`src/sv/rne_pkg.sv`:
```
// ----------------------------------------------------------------------------
// rne_pkg
// Shared types, codes and the microcode table of the Roman numeral encoder.
// ----------------------------------------------------------------------------
package rne_pkg;

  localparam int unsigned VALUE_W  = 16;
  localparam int unsigned ACC_W    = 12;
  localparam int unsigned WEIGHT_W = 10;
  localparam int unsigned SYM_W    = 8;
  localparam int unsigned STEP_W   = 4;
  localparam int unsigned STEP_COUNT = 13;
  localparam logic [VALUE_W-1:0] MAX_VALUE = 16'd3999;

  localparam logic [SYM_W-1:0] SYM_NONE = 8'h00;
  localparam logic [SYM_W-1:0] SYM_M = 8'h4D;
  localparam logic [SYM_W-1:0] SYM_D = 8'h44;
  localparam logic [SYM_W-1:0] SYM_C = 8'h43;
  localparam logic [SYM_W-1:0] SYM_L = 8'h4C;
  localparam logic [SYM_W-1:0] SYM_X = 8'h58;
  localparam logic [SYM_W-1:0] SYM_V = 8'h56;
  localparam logic [SYM_W-1:0] SYM_I = 8'h49;

  typedef enum logic [1:0] {
    STATUS_CHAR  = 2'd0,
    STATUS_ZERO  = 2'd1,
    STATUS_RANGE = 2'd2
  } status_t;

  typedef enum logic [1:0] {
    ST_IDLE,
    ST_RUN,
    ST_SPECIAL
  } state_t;

  // One control word: the weight tested and subtracted, the one or two
  // characters emitted on a match, and the jump target taken on a miss.
  typedef struct packed {
    logic [WEIGHT_W-1:0] weight;
    logic [SYM_W-1:0]    first;
    logic [SYM_W-1:0]    second;
    logic                has_second;
    logic [STEP_W-1:0]   jump;
  } ucode_t;

  function automatic ucode_t ucode_rom(input logic [STEP_W-1:0] addr);
    ucode_t w;
    case (addr)
      4'd0:    w = '{10'd1000, SYM_M, SYM_NONE, 1'b0, 4'd1};
      4'd1:    w = '{10'd900,  SYM_C, SYM_M,    1'b1, 4'd2};
      4'd2:    w = '{10'd500,  SYM_D, SYM_NONE, 1'b0, 4'd3};
      4'd3:    w = '{10'd400,  SYM_C, SYM_D,    1'b1, 4'd4};
      4'd4:    w = '{10'd100,  SYM_C, SYM_NONE, 1'b0, 4'd5};
      4'd5:    w = '{10'd90,   SYM_X, SYM_C,    1'b1, 4'd6};
      4'd6:    w = '{10'd50,   SYM_L, SYM_NONE, 1'b0, 4'd7};
      4'd7:    w = '{10'd40,   SYM_X, SYM_L,    1'b1, 4'd8};
      4'd8:    w = '{10'd10,   SYM_X, SYM_NONE, 1'b0, 4'd9};
      4'd9:    w = '{10'd9,    SYM_I, SYM_X,    1'b1, 4'd10};
      4'd10:   w = '{10'd5,    SYM_V, SYM_NONE, 1'b0, 4'd11};
      4'd11:   w = '{10'd4,    SYM_I, SYM_V,    1'b1, 4'd12};
      4'd12:   w = '{10'd1,    SYM_I, SYM_NONE, 1'b0, 4'd12};
      default: w = '{10'd1,    SYM_I, SYM_NONE, 1'b0, 4'd12};
    endcase
    return w;
  endfunction

endpackage

```
`src/sv/rne_in_if.sv`:
```
// ----------------------------------------------------------------------------
// rne_in_if
// Input channel of the Roman numeral encoder: one signed integer.
// ----------------------------------------------------------------------------
interface rne_in_if;
  logic        valid;
  logic        ready;
  logic [15:0] value;

  modport source (output valid, output value, input ready);
  modport sink   (input valid, input value, output ready);
endinterface

```
`src/sv/rne_out_if.sv`:
```
// ----------------------------------------------------------------------------
// rne_out_if
// Output channel of the Roman numeral encoder: one numeral character.
// ----------------------------------------------------------------------------
interface rne_out_if;
  logic       valid;
  logic       ready;
  logic [7:0] symbol;
  logic [1:0] status;
  logic       last;

  modport source (output valid, output symbol, output status, output last, input ready);
  modport sink   (input valid, input symbol, input status, input last, output ready);
endinterface

```
`src/sv/roman_numeral_encoder.sv`:
```
// A value is accepted in the idle state; the sequencer then emits one character per free
// output slot and spends a step on each microcode word whose weight does not fit.
// One value is handled at a time; a new value is taken once the last character of the
// previous one sits in the output register.
// Reset clears the sequencer and the output valid flag; there is no clearing pass.
// ----------------------------------------------------------------------------
// roman_numeral_encoder
// Converts a signed 16-bit integer into its Roman numeral, one ASCII character
// per output transaction, final one marked; zero and out-of-range get a status.
// ----------------------------------------------------------------------------
module roman_numeral_encoder (
  input  logic     clk,
  input  logic     rst,
  rne_in_if.sink   request,
  rne_out_if.source response
);
  import rne_pkg::*;

  // Sequencer state. The step counter addresses the microcode table; each
  // control word tests one weight against the remaining value.
  state_t              state, state_next;
  logic [STEP_W-1:0]   step, step_next;
  logic                phase, phase_next;    // second character of a pair pending
  logic [ACC_W-1:0]    acc, acc_next;        // remaining value to encode
  status_t             code, code_next;      // status of a zero or out-of-range value

  // Output register. It decouples the sequencer from the consumer.
  logic                out_valid, out_valid_next;
  logic [SYM_W-1:0]    out_symbol, out_symbol_next;
  status_t             out_status, out_status_next;
  logic                out_last, out_last_next;

  ucode_t              uw;
  logic                slot_free;
  logic                fits;
  logic [ACC_W-1:0]    acc_sub;
  logic                acc_done;

  assign uw        = ucode_rom(step);
  assign slot_free = !out_valid || response.ready;
  assign fits      = acc >= {{(ACC_W-WEIGHT_W){1'b0}}, uw.weight};
  assign acc_sub   = acc - {{(ACC_W-WEIGHT_W){1'b0}}, uw.weight};
  assign acc_done  = (acc_sub == '0);

  assign request.ready   = (state == ST_IDLE);
  assign response.valid  = out_valid;
  assign response.symbol = out_symbol;
  assign response.status = out_status;
  assign response.last   = out_last;

  always_ff @(posedge clk) begin
    if (rst) begin
      state     <= ST_IDLE;
      step      <= '0;
      phase     <= 1'b0;
      out_valid <= 1'b0;
    end else begin
      state     <= state_next;
      step      <= step_next;
      phase     <= phase_next;
      out_valid <= out_valid_next;
    end
  end

  // Payload registers carry no reset.
  always_ff @(posedge clk) begin
    acc        <= acc_next;
    code       <= code_next;
    out_symbol <= out_symbol_next;
    out_status <= out_status_next;
    out_last   <= out_last_next;
  end

  always_comb begin
    state_next      = state;
    step_next       = step;
    phase_next      = phase;
    acc_next        = acc;
    code_next       = code;
    out_valid_next  = out_valid && !response.ready;
    out_symbol_next = out_symbol;
    out_status_next = out_status;
    out_last_next   = out_last;

    case (state)
      ST_IDLE: begin
        if (request.valid) begin
          // Negative values and values above the largest numeral get a single
          // out-of-range transaction; zero gets a single empty one.
          if (request.value[VALUE_W-1] || (request.value > MAX_VALUE)) begin
            state_next = ST_SPECIAL;
            code_next  = STATUS_RANGE;
          end else if (request.value == '0) begin
            state_next = ST_SPECIAL;
            code_next  = STATUS_ZERO;
          end else begin
            state_next = ST_RUN;
            acc_next   = request.value[ACC_W-1:0];
            step_next  = '0;
            phase_next = 1'b0;
          end
        end
      end

      ST_SPECIAL: begin
        if (slot_free) begin
          out_valid_next  = 1'b1;
          out_symbol_next = SYM_NONE;
          out_status_next = code;
          out_last_next   = 1'b1;
          state_next      = ST_IDLE;
        end
      end

      ST_RUN: begin
        if (phase) begin
          // Second character of a subtractive pair; the weight comes off now.
          if (slot_free) begin
            out_valid_next  = 1'b1;
            out_symbol_next = uw.second;
            out_status_next = STATUS_CHAR;
            out_last_next   = acc_done;
            acc_next        = acc_sub;
            phase_next      = 1'b0;
            if (acc_done) begin
              state_next = ST_IDLE;
            end
          end
        end else if (!fits) begin
          // Conditional jump: this weight no longer fits, move to the next word.
          step_next = uw.jump;
        end else if (slot_free) begin
          out_valid_next  = 1'b1;
          out_symbol_next = uw.first;
          out_status_next = STATUS_CHAR;
          if (uw.has_second) begin
            out_last_next = 1'b0;
            phase_next    = 1'b1;
          end else begin
            out_last_next = acc_done;
            acc_next      = acc_sub;
            if (acc_done) begin
              state_next = ST_IDLE;
            end
          end
        end
      end

      default: begin
        state_next = ST_IDLE;
      end
    endcase
  end

  // The step counter never runs past the last control word while encoding.
  a_step_range: assert property (@(posedge clk) disable iff (rst)
    (state == ST_RUN) |-> (step < STEP_W'(STEP_COUNT)))
    else $error("microcode step out of range");

  // While encoding, something is always left to encode.
  a_acc_nonzero: assert property (@(posedge clk) disable iff (rst)
    (state == ST_RUN) |-> (acc != '0))
    else $error("encoding with nothing left");

  // A character transaction always carries a real character.
  a_char_symbol: assert property (@(posedge clk) disable iff (rst)
    (out_valid && (out_status == STATUS_CHAR)) |-> (out_symbol != SYM_NONE))
    else $error("character transaction without a character");

  // A zero or out-of-range value ends in one marked transaction and idle.
  a_special_done: assert property (@(posedge clk) disable iff (rst)
    ((state == ST_SPECIAL) && slot_free) |=>
      ((state == ST_IDLE) && out_valid && out_last && (out_symbol == SYM_NONE)))
    else $error("special value not finished in one transaction");

  // Going idle from encoding always coincides with a final character.
  a_run_end: assert property (@(posedge clk) disable iff (rst)
    ((state == ST_RUN) && (state_next == ST_IDLE)) |=> (out_valid && out_last))
    else $error("run ended without a final character");

endmodule

```
`src/flat_wrapper.sv`:
```
// flat-port wrapper written by rule: the top's interface ports become plain ports
module roman_numeral_encoder_flat import rne_pkg::*;
  (clk, rst, request_valid, request_value, request_ready, response_valid, response_symbol, response_status, response_last, response_ready);
  rne_in_if request_i ();
  rne_out_if response_i ();
  input  logic clk;
  input  logic rst;
  input wire logic [$bits(request_i.valid)-1:0] request_valid;
  input wire logic [$bits(request_i.value)-1:0] request_value;
  output wire logic [$bits(request_i.ready)-1:0] request_ready;
  output wire logic [$bits(response_i.valid)-1:0] response_valid;
  output wire logic [$bits(response_i.symbol)-1:0] response_symbol;
  output wire logic [$bits(response_i.status)-1:0] response_status;
  output wire logic [$bits(response_i.last)-1:0] response_last;
  input wire logic [$bits(response_i.ready)-1:0] response_ready;
  assign request_i.valid = request_valid;
  assign request_i.value = request_value;
  assign request_ready = request_i.ready;
  assign response_valid = response_i.valid;
  assign response_symbol = response_i.symbol;
  assign response_status = response_i.status;
  assign response_last = response_i.last;
  assign response_i.ready = response_ready;
  roman_numeral_encoder u_core (.clk(clk), .rst(rst), .request(request_i), .response(response_i));
endmodule
```
`config.mk`:
```
export PLATFORM = sky130hd
export DESIGN_NAME = roman_numeral_encoder_flat
export DESIGN_NICKNAME = d
export VERILOG_FILES = /design/src/sv/rne_pkg.sv /design/src/sv/rne_in_if.sv /design/src/sv/rne_out_if.sv /design/src/sv/roman_numeral_encoder.sv /design/src/flat_wrapper.sv
export SDC_FILE = /design/constraint.sdc
export NUM_CORES = 1
export LEC_CHECK = 0
export BUFFER_PORTS_ARGS = -buffer_cell sky130_fd_sc_hd__buf_2
export CORE_ASPECT_RATIO = 0.6
export CORE_UTILIZATION = 37
export DETAILED_ROUTE_END_ITERATION = 7
export SYNTH_ARGS = -nofsm -noshare
export SYNTH_HDL_FRONTEND = slang
export SYNTH_SLANG_ARGS = --single-unit
```
`constraint.sdc`:
```
create_clock -name clk -period 4.2 [get_ports clk]
set_clock_uncertainty 0.1 [all_clocks]
set_input_delay 0.21 -clock clk [delete_from_list [all_inputs] [get_ports clk]]
set_output_delay 0.21 -clock clk [all_outputs]
set_load 0.01 [all_outputs]
```
### Yosys cells after proc, flatten, opt, wreduce, memory -nomap -nowiden

Memory sizes are Yosys's and may differ from the RTL's. A register that Yosys moved wholly into a read port is not among the register bits.
Cells that the tools add are included.
W data, S select, Z words.

* bits in registers: 33
* bits in read-only memories: 416
* output and inout port bits: 13
* logic and storage cells: 102
* memories kept: 1

* add/subtract/negate cells: 1
* order comparisons: 2
* equality and inequality tests: 11
* multiplexer cells: 60
* reduce and logical (&&, ||, !) cells: 18

Memory list
* (no name shown): words 16, bits a word 26, read ports 1, clocked after Yosys merged registers in 1, write ports 0, RTL line rne_pkg.sv:48 `case (addr)`

Operators with widths (number)
* $mux W12: 8
* $mux W8: 5
* $mux W2: 15
* $mux W4: 7
* $pmux W12 S2: 1
* $mux W1: 17
* $gt A16 B12 Y1 const B: 1
* $logic_not A16 Y1: 1
* $pmux W8 S2: 1
* $ge A12 B10 Y1: 1
* $logic_not A12 Y1: 1
* $sub A12 B10 Y12: 1
* $ne A2 B2 Y1 const B: 5
* $pmux W4 S2: 1
* $reduce_and A4 Y1: 2
* $reduce_and A7 Y1: 1
* $pmux W1 S2: 3
* $pmux W2 S3: 1
* $reduce_and A3 Y1: 2
* $reduce_and A6 Y1: 1
* $reduce_bool A2 Y1: 3
* $reduce_and A5 Y1: 1
* $ne A2 B1 Y1 const B: 2
* $pmux W2 S2: 1
* 8 further kinds: 10

### Longest topological paths before layout

* word-level depth: 8
* depth in mapped cells: 16
* mapped depth without buffers: 15

### Worst setup path before layout

Ideal clock, no wire load.

* path kind: reg-to-reg
* start: reg u_core.acc[0]
* end: reg, netlist name u_core.uw[25]
* data arrival time: 2949 ps
* slack: 1030 ps
* stages on the path, launching flop included: 15
* period minus slack after synthesis: 3170 ps
* path through: edfxtp_1 inv_1 ha_1 fa_1 nor2b_1 o21a_2 o211ai_1 a31oi_1 o21ai_1 and2_1 buf_2 nor2_1 ha_1 o211ai_1 a21oi_1

* word-level cells in the longest chain between the ends: 5

Ends and longest elaborated chain
* start: declaration: RTL line roman_numeral_encoder.sv:24 `logic [ACC_W-1:0] acc, acc_next;`
* start signal: assignment: RTL line roman_numeral_encoder.sv:67 `acc <= acc_next;`
* $ge A12 B10 Y1: RTL line roman_numeral_encoder.sv:41 `assign fits = acc >= {{(ACC_W-WEIGHT_W){1'b0}}, uw.weight};`
* $ne A2 B2 Y1 (no source line)
* $reduce_and A6 Y1 (no source line)
* $mux W4 (no source line) (2 in a row)

Every way passes these cells.
A chain may end at the register's enable or synchronous reset.

### Worst setup path in the final report

* start: reg u_core.acc[0]
* end: reg, netlist name u_core.uw[16]

* word-level cells in the longest chain between the ends: 5

Ends and longest elaborated chain (RTL line)
* $ge A12 B10 Y1: roman_numeral_encoder.sv:41
* $ne A2 B2 Y1 (no source line)
* $reduce_and A6 Y1 (no source line)
* $mux W4 (no source line) (2 in a row)

Every way passes these cells.

==> impl_summary.txt <==
----------------------------------------------------
[Run status]
  Run status ... complete, no violations

[Final layout]
  Final-stage net count ... 398
  Antenna cell count ... 0
  Post-synthesis to final-layout area growth ... 11.7%
  Layout cell share with drive strength beyond 1 ... 16.9%

[Placement]
  Final GP Congestion ... 0.895
  Count of buffers inserted at the top-level ports ... 30
  Post-DP HPWL ... 6.03 mm

[Routing]
  DRT Pass-1 Iters ... 5
  DRT Wirelength ... 7.83 mm
  DRC violation count after routing ... 0
  Detail-routed via count per cell ... 5.64
  Post-DR wirelength/cell ... 16.7 um
  Via Count ... 2646
  Antenna-violating nets left ... 0
  Initial DRC Count ... 273

[STA]
  Number of setup violations in the final report ... 0
  Max Fclk ... 0.271 GHz
  Time the final worst path needs with I/O delays and setup ... 3.68 ns
  Final hold vios ... 0
  Fin Setup TNS ... 0 ns
  Slew at the pin with the worst max-slew slack ... 0.763 ns
  Final-layout worst hold slack ... 0.137 ns
  Rel. slew slack ... 49.0%
  Final Max Slew Viols ... 0
  Unrepaired setup endpoints after global routing ... false
  Final period util ... 87.7%

[Yosys]
  Most numerous cell types in the synthesized netlist ... dfxtp_1, inv_1, edfxtp_1
  Netlist area before placement ... 0.00318 sq mm
  Dominant cells by area after synthesis ... edfxtp_1, dfxtp_1, ha_1
  Flip-flop and latch count after synthesis ... 55
  Distinct cell type count after synthesis ... 70
  Post-Synthesis Mean Instance Area ... ~9.5 sq um
  Gate Count Post-Synth ... 335
  Most common cell in the netlist ... dfxtp_1
  Most used DFF post-synth ... dfxtp_1
  Most area-hungry cell type in the Yosys netlist ... edfxtp_1
  Post-synth EDFFs ... 23
  Area share of the leading cell type in the synthesized netlist ... 21.7%
  Yosys warning total ... 0
  Ys async rst share ... 0%
  Sequential share of the synthesized area ... 41.8%

[Critical path]
  Flop2flop setup slack ... 0.52 ns
  CP Depth ... 15
  Combined buffer and inverter count along the critical path ... 2
  Slowest stage cell, crit path ... fa_1
  Worst Setup Start Kind ... register
  Worst reg-to-reg path cell count ... 15
  Required time of the worst setup path ... 4.31 ns
  Reg2Reg Launch Point ... u_core.acc[0]
  Cell breakdown of the critical path ... inv_1, ha_1, fa_1, nor2b_1, o21a_2, o211ai_1, a31oi_1, o21ai_1, and2_1, nor2_1, inv_1, ha_1, o21ai_0, a21oi_1, o21ai_0
  Endpoint of the worst-slack reg-to-reg timing path ... u_core.uw[16]
  Crit path max-delay family ... compound AO/OA/AOI/OAI gates
  Max FO, Critical Path ... 8
  Arrival time of data at the critical path endpoint ... ~3.8 ns
  Launching instance or port of the critical path ... u_core.acc[0]
  Delay of the slowest critical-path stage ... 0.41 ns
  Worst setup EP type ... register
  CP Class ... register to register
  Worst setup path endpoint ... u_core.uw[16]

[Floorplanning]
  DIE AREA ... about 0.0090 sq mm
  Count of pins on the block boundary ... 33
  Core Area ... between 0.008 and 0.009 sq mm
  Initial core utilization ... 39.3%
  Total number of placement rows ... 25
  Die H ... 73.8 um
  Horizontal die dimension ... 122 um

[Clocking]
  Clock Latency Late Sink ... 0.29 ns
  Number of H-tree levels ... 2
  Hold buffers post-CTS ... 0
  Clock sink total ... 55
  Number of buffers between clock root and the deepest sink ... 2
  Setup bufs post-CTS ... 0
  TritonCTS clock tree ... done
  Post-CTS Resized ... 0
  CTS clock-pin slew for the worst setup and hold paths ... around 0.07 ns
  CTS Buf Count ... 5
  CTS root buffer ... clkbuf_16

[Global route]
  Residual overflow from global routing ... 0
  Number of antenna violations at the first check in global routing ... 0
  Largest net degree at the start of global routing ... 22
  Wire length of the first global-routing pass ... 12.4 mm
  Total Routing Usage GR ... 18.4%
  Vias in the first global route ... between 2k and 2.5k

[Power and ir drop]
  Power density relative to cell area ... 308 mW/mm^2
  Leakage power ... 1.42 nW
  Maximum VDD drop ... 0.201 mV

[Run]
  Max-cap viol count ... 0

[Hold path]
  Hold Path Class ... input port to register

----------------------------------------------------
## final cells by class
cell class | count | area [sq um]
clock buffer | 8 | 140
fill | 787 | 4550
inverter | 26 | 97.6
multi-input combinational | 240 | 1690
sequential | 55 | 1330
tap | 108 | 135
timing repair buffer | 32 | 165
## per-layer routing
metal  track usage, %  share of wire, %  wire, um  vias to the layer above
li1                 -                 -         -                     1281
met1             28.8                53      4160                     1251
met2             24.4                38      2950                      110
met3             5.05               8.7       680                        4
met4             3.02              0.46        36                        0
met5                0                 0         0                        -
## state kept, by name, indices dropped and copies added (netlist names)
signal                  flops
u_core.phase                1
u_core.response.status      2
u_core.response.symbol      6
u_core.uw                  24
u_core.response.valid       1
u_core.code                 2
u_core.acc                 12
u_core.state                2
u_core.response.last        1
u_core.step                 4
## power breakdown
| group | internal (mW) | total [mW] | switching, mW |
|---|---|---|---|
| registers | 0.577 | 0.582 | 0.00546 |
| logic | 0.0403 | 0.104 | 0.0641 |
| clock network | 0.229 | 0.407 | 0.178 |
| total | 0.846 | 1.09 | 0.247 |
## worst min-delay path by stage
stage               slack, ns  depth (start not counted)              from              end
floorplan                0.30                          2  request_value[0]    u_core.acc[0]
global placement         0.37                          2   u_core.state[1]  u_core.state[1]
detailed placement       0.38                          2   u_core.state[1]  u_core.state[1]
CTS                      0.14                          3  request_value[7]    u_core.acc[7]
global route             0.14                          2  request_value[4]    u_core.acc[4]
finish                   0.14                          3  request_value[7]    u_core.acc[7]
## logic make-up after synthesis
family          count (synthesis)  synth area share [%]
other cells                     1                 0.118
flops                          55                  41.8
xor+xnor                        5                  1.38
fa+ha+maj                      18                  7.31
mux                            17                  5.78
buf+inv                        41                  5.31
simple gates                  107                  17.9
compound gates                 91                  20.4
## worst min-delay path, cell delays in order
cell and delay, ns:
buf_2 0.10, nand2_1 0.04, o21ai_0 0.06
## metrics by stage
step / setup WS, ns / instances / power, mW / instance area [sq um] / utilization (%)
floorplan: 1.03 / 336 / 0.660 / 3190 / -
detailed placement: 0.653 / 461 / 0.699 / 3410 / 42.1
global placement: 0.777 / 461 / 0.698 / 3410 / 42.1
CTS: 0.621 / 469 / 1.10 / 3550 / 43.9
finish: 0.515 / 469 / 1.09 / 3550 / 43.9
global route: 0.305 / 469 / 1.14 / 3550 / 43.9
## placed cells by master (no fill, tap or decap), types with 5 or more instances in the layout
| master | count |
|---|---|
| a21oi_1 | 22 |
| and2_1 | 5 |
| buf_2 | 30 |
| clkbuf_16 | 5 |
| dfxtp_1 | 32 |
| edfxtp_1 | 23 |
| ha_1 | 17 |
| inv_1 | 25 |
| mux2_2 | 7 |
| mux2i_1 | 9 |
| nand2_1 | 22 |
| nand2b_1 | 5 |
| nand3_1 | 14 |
| nor2_1 | 21 |
| nor2b_1 | 7 |
| nor3_1 | 6 |
| o211ai_1 | 5 |
| o21ai_0 | 18 |
(Power assumes the default switching activity.)
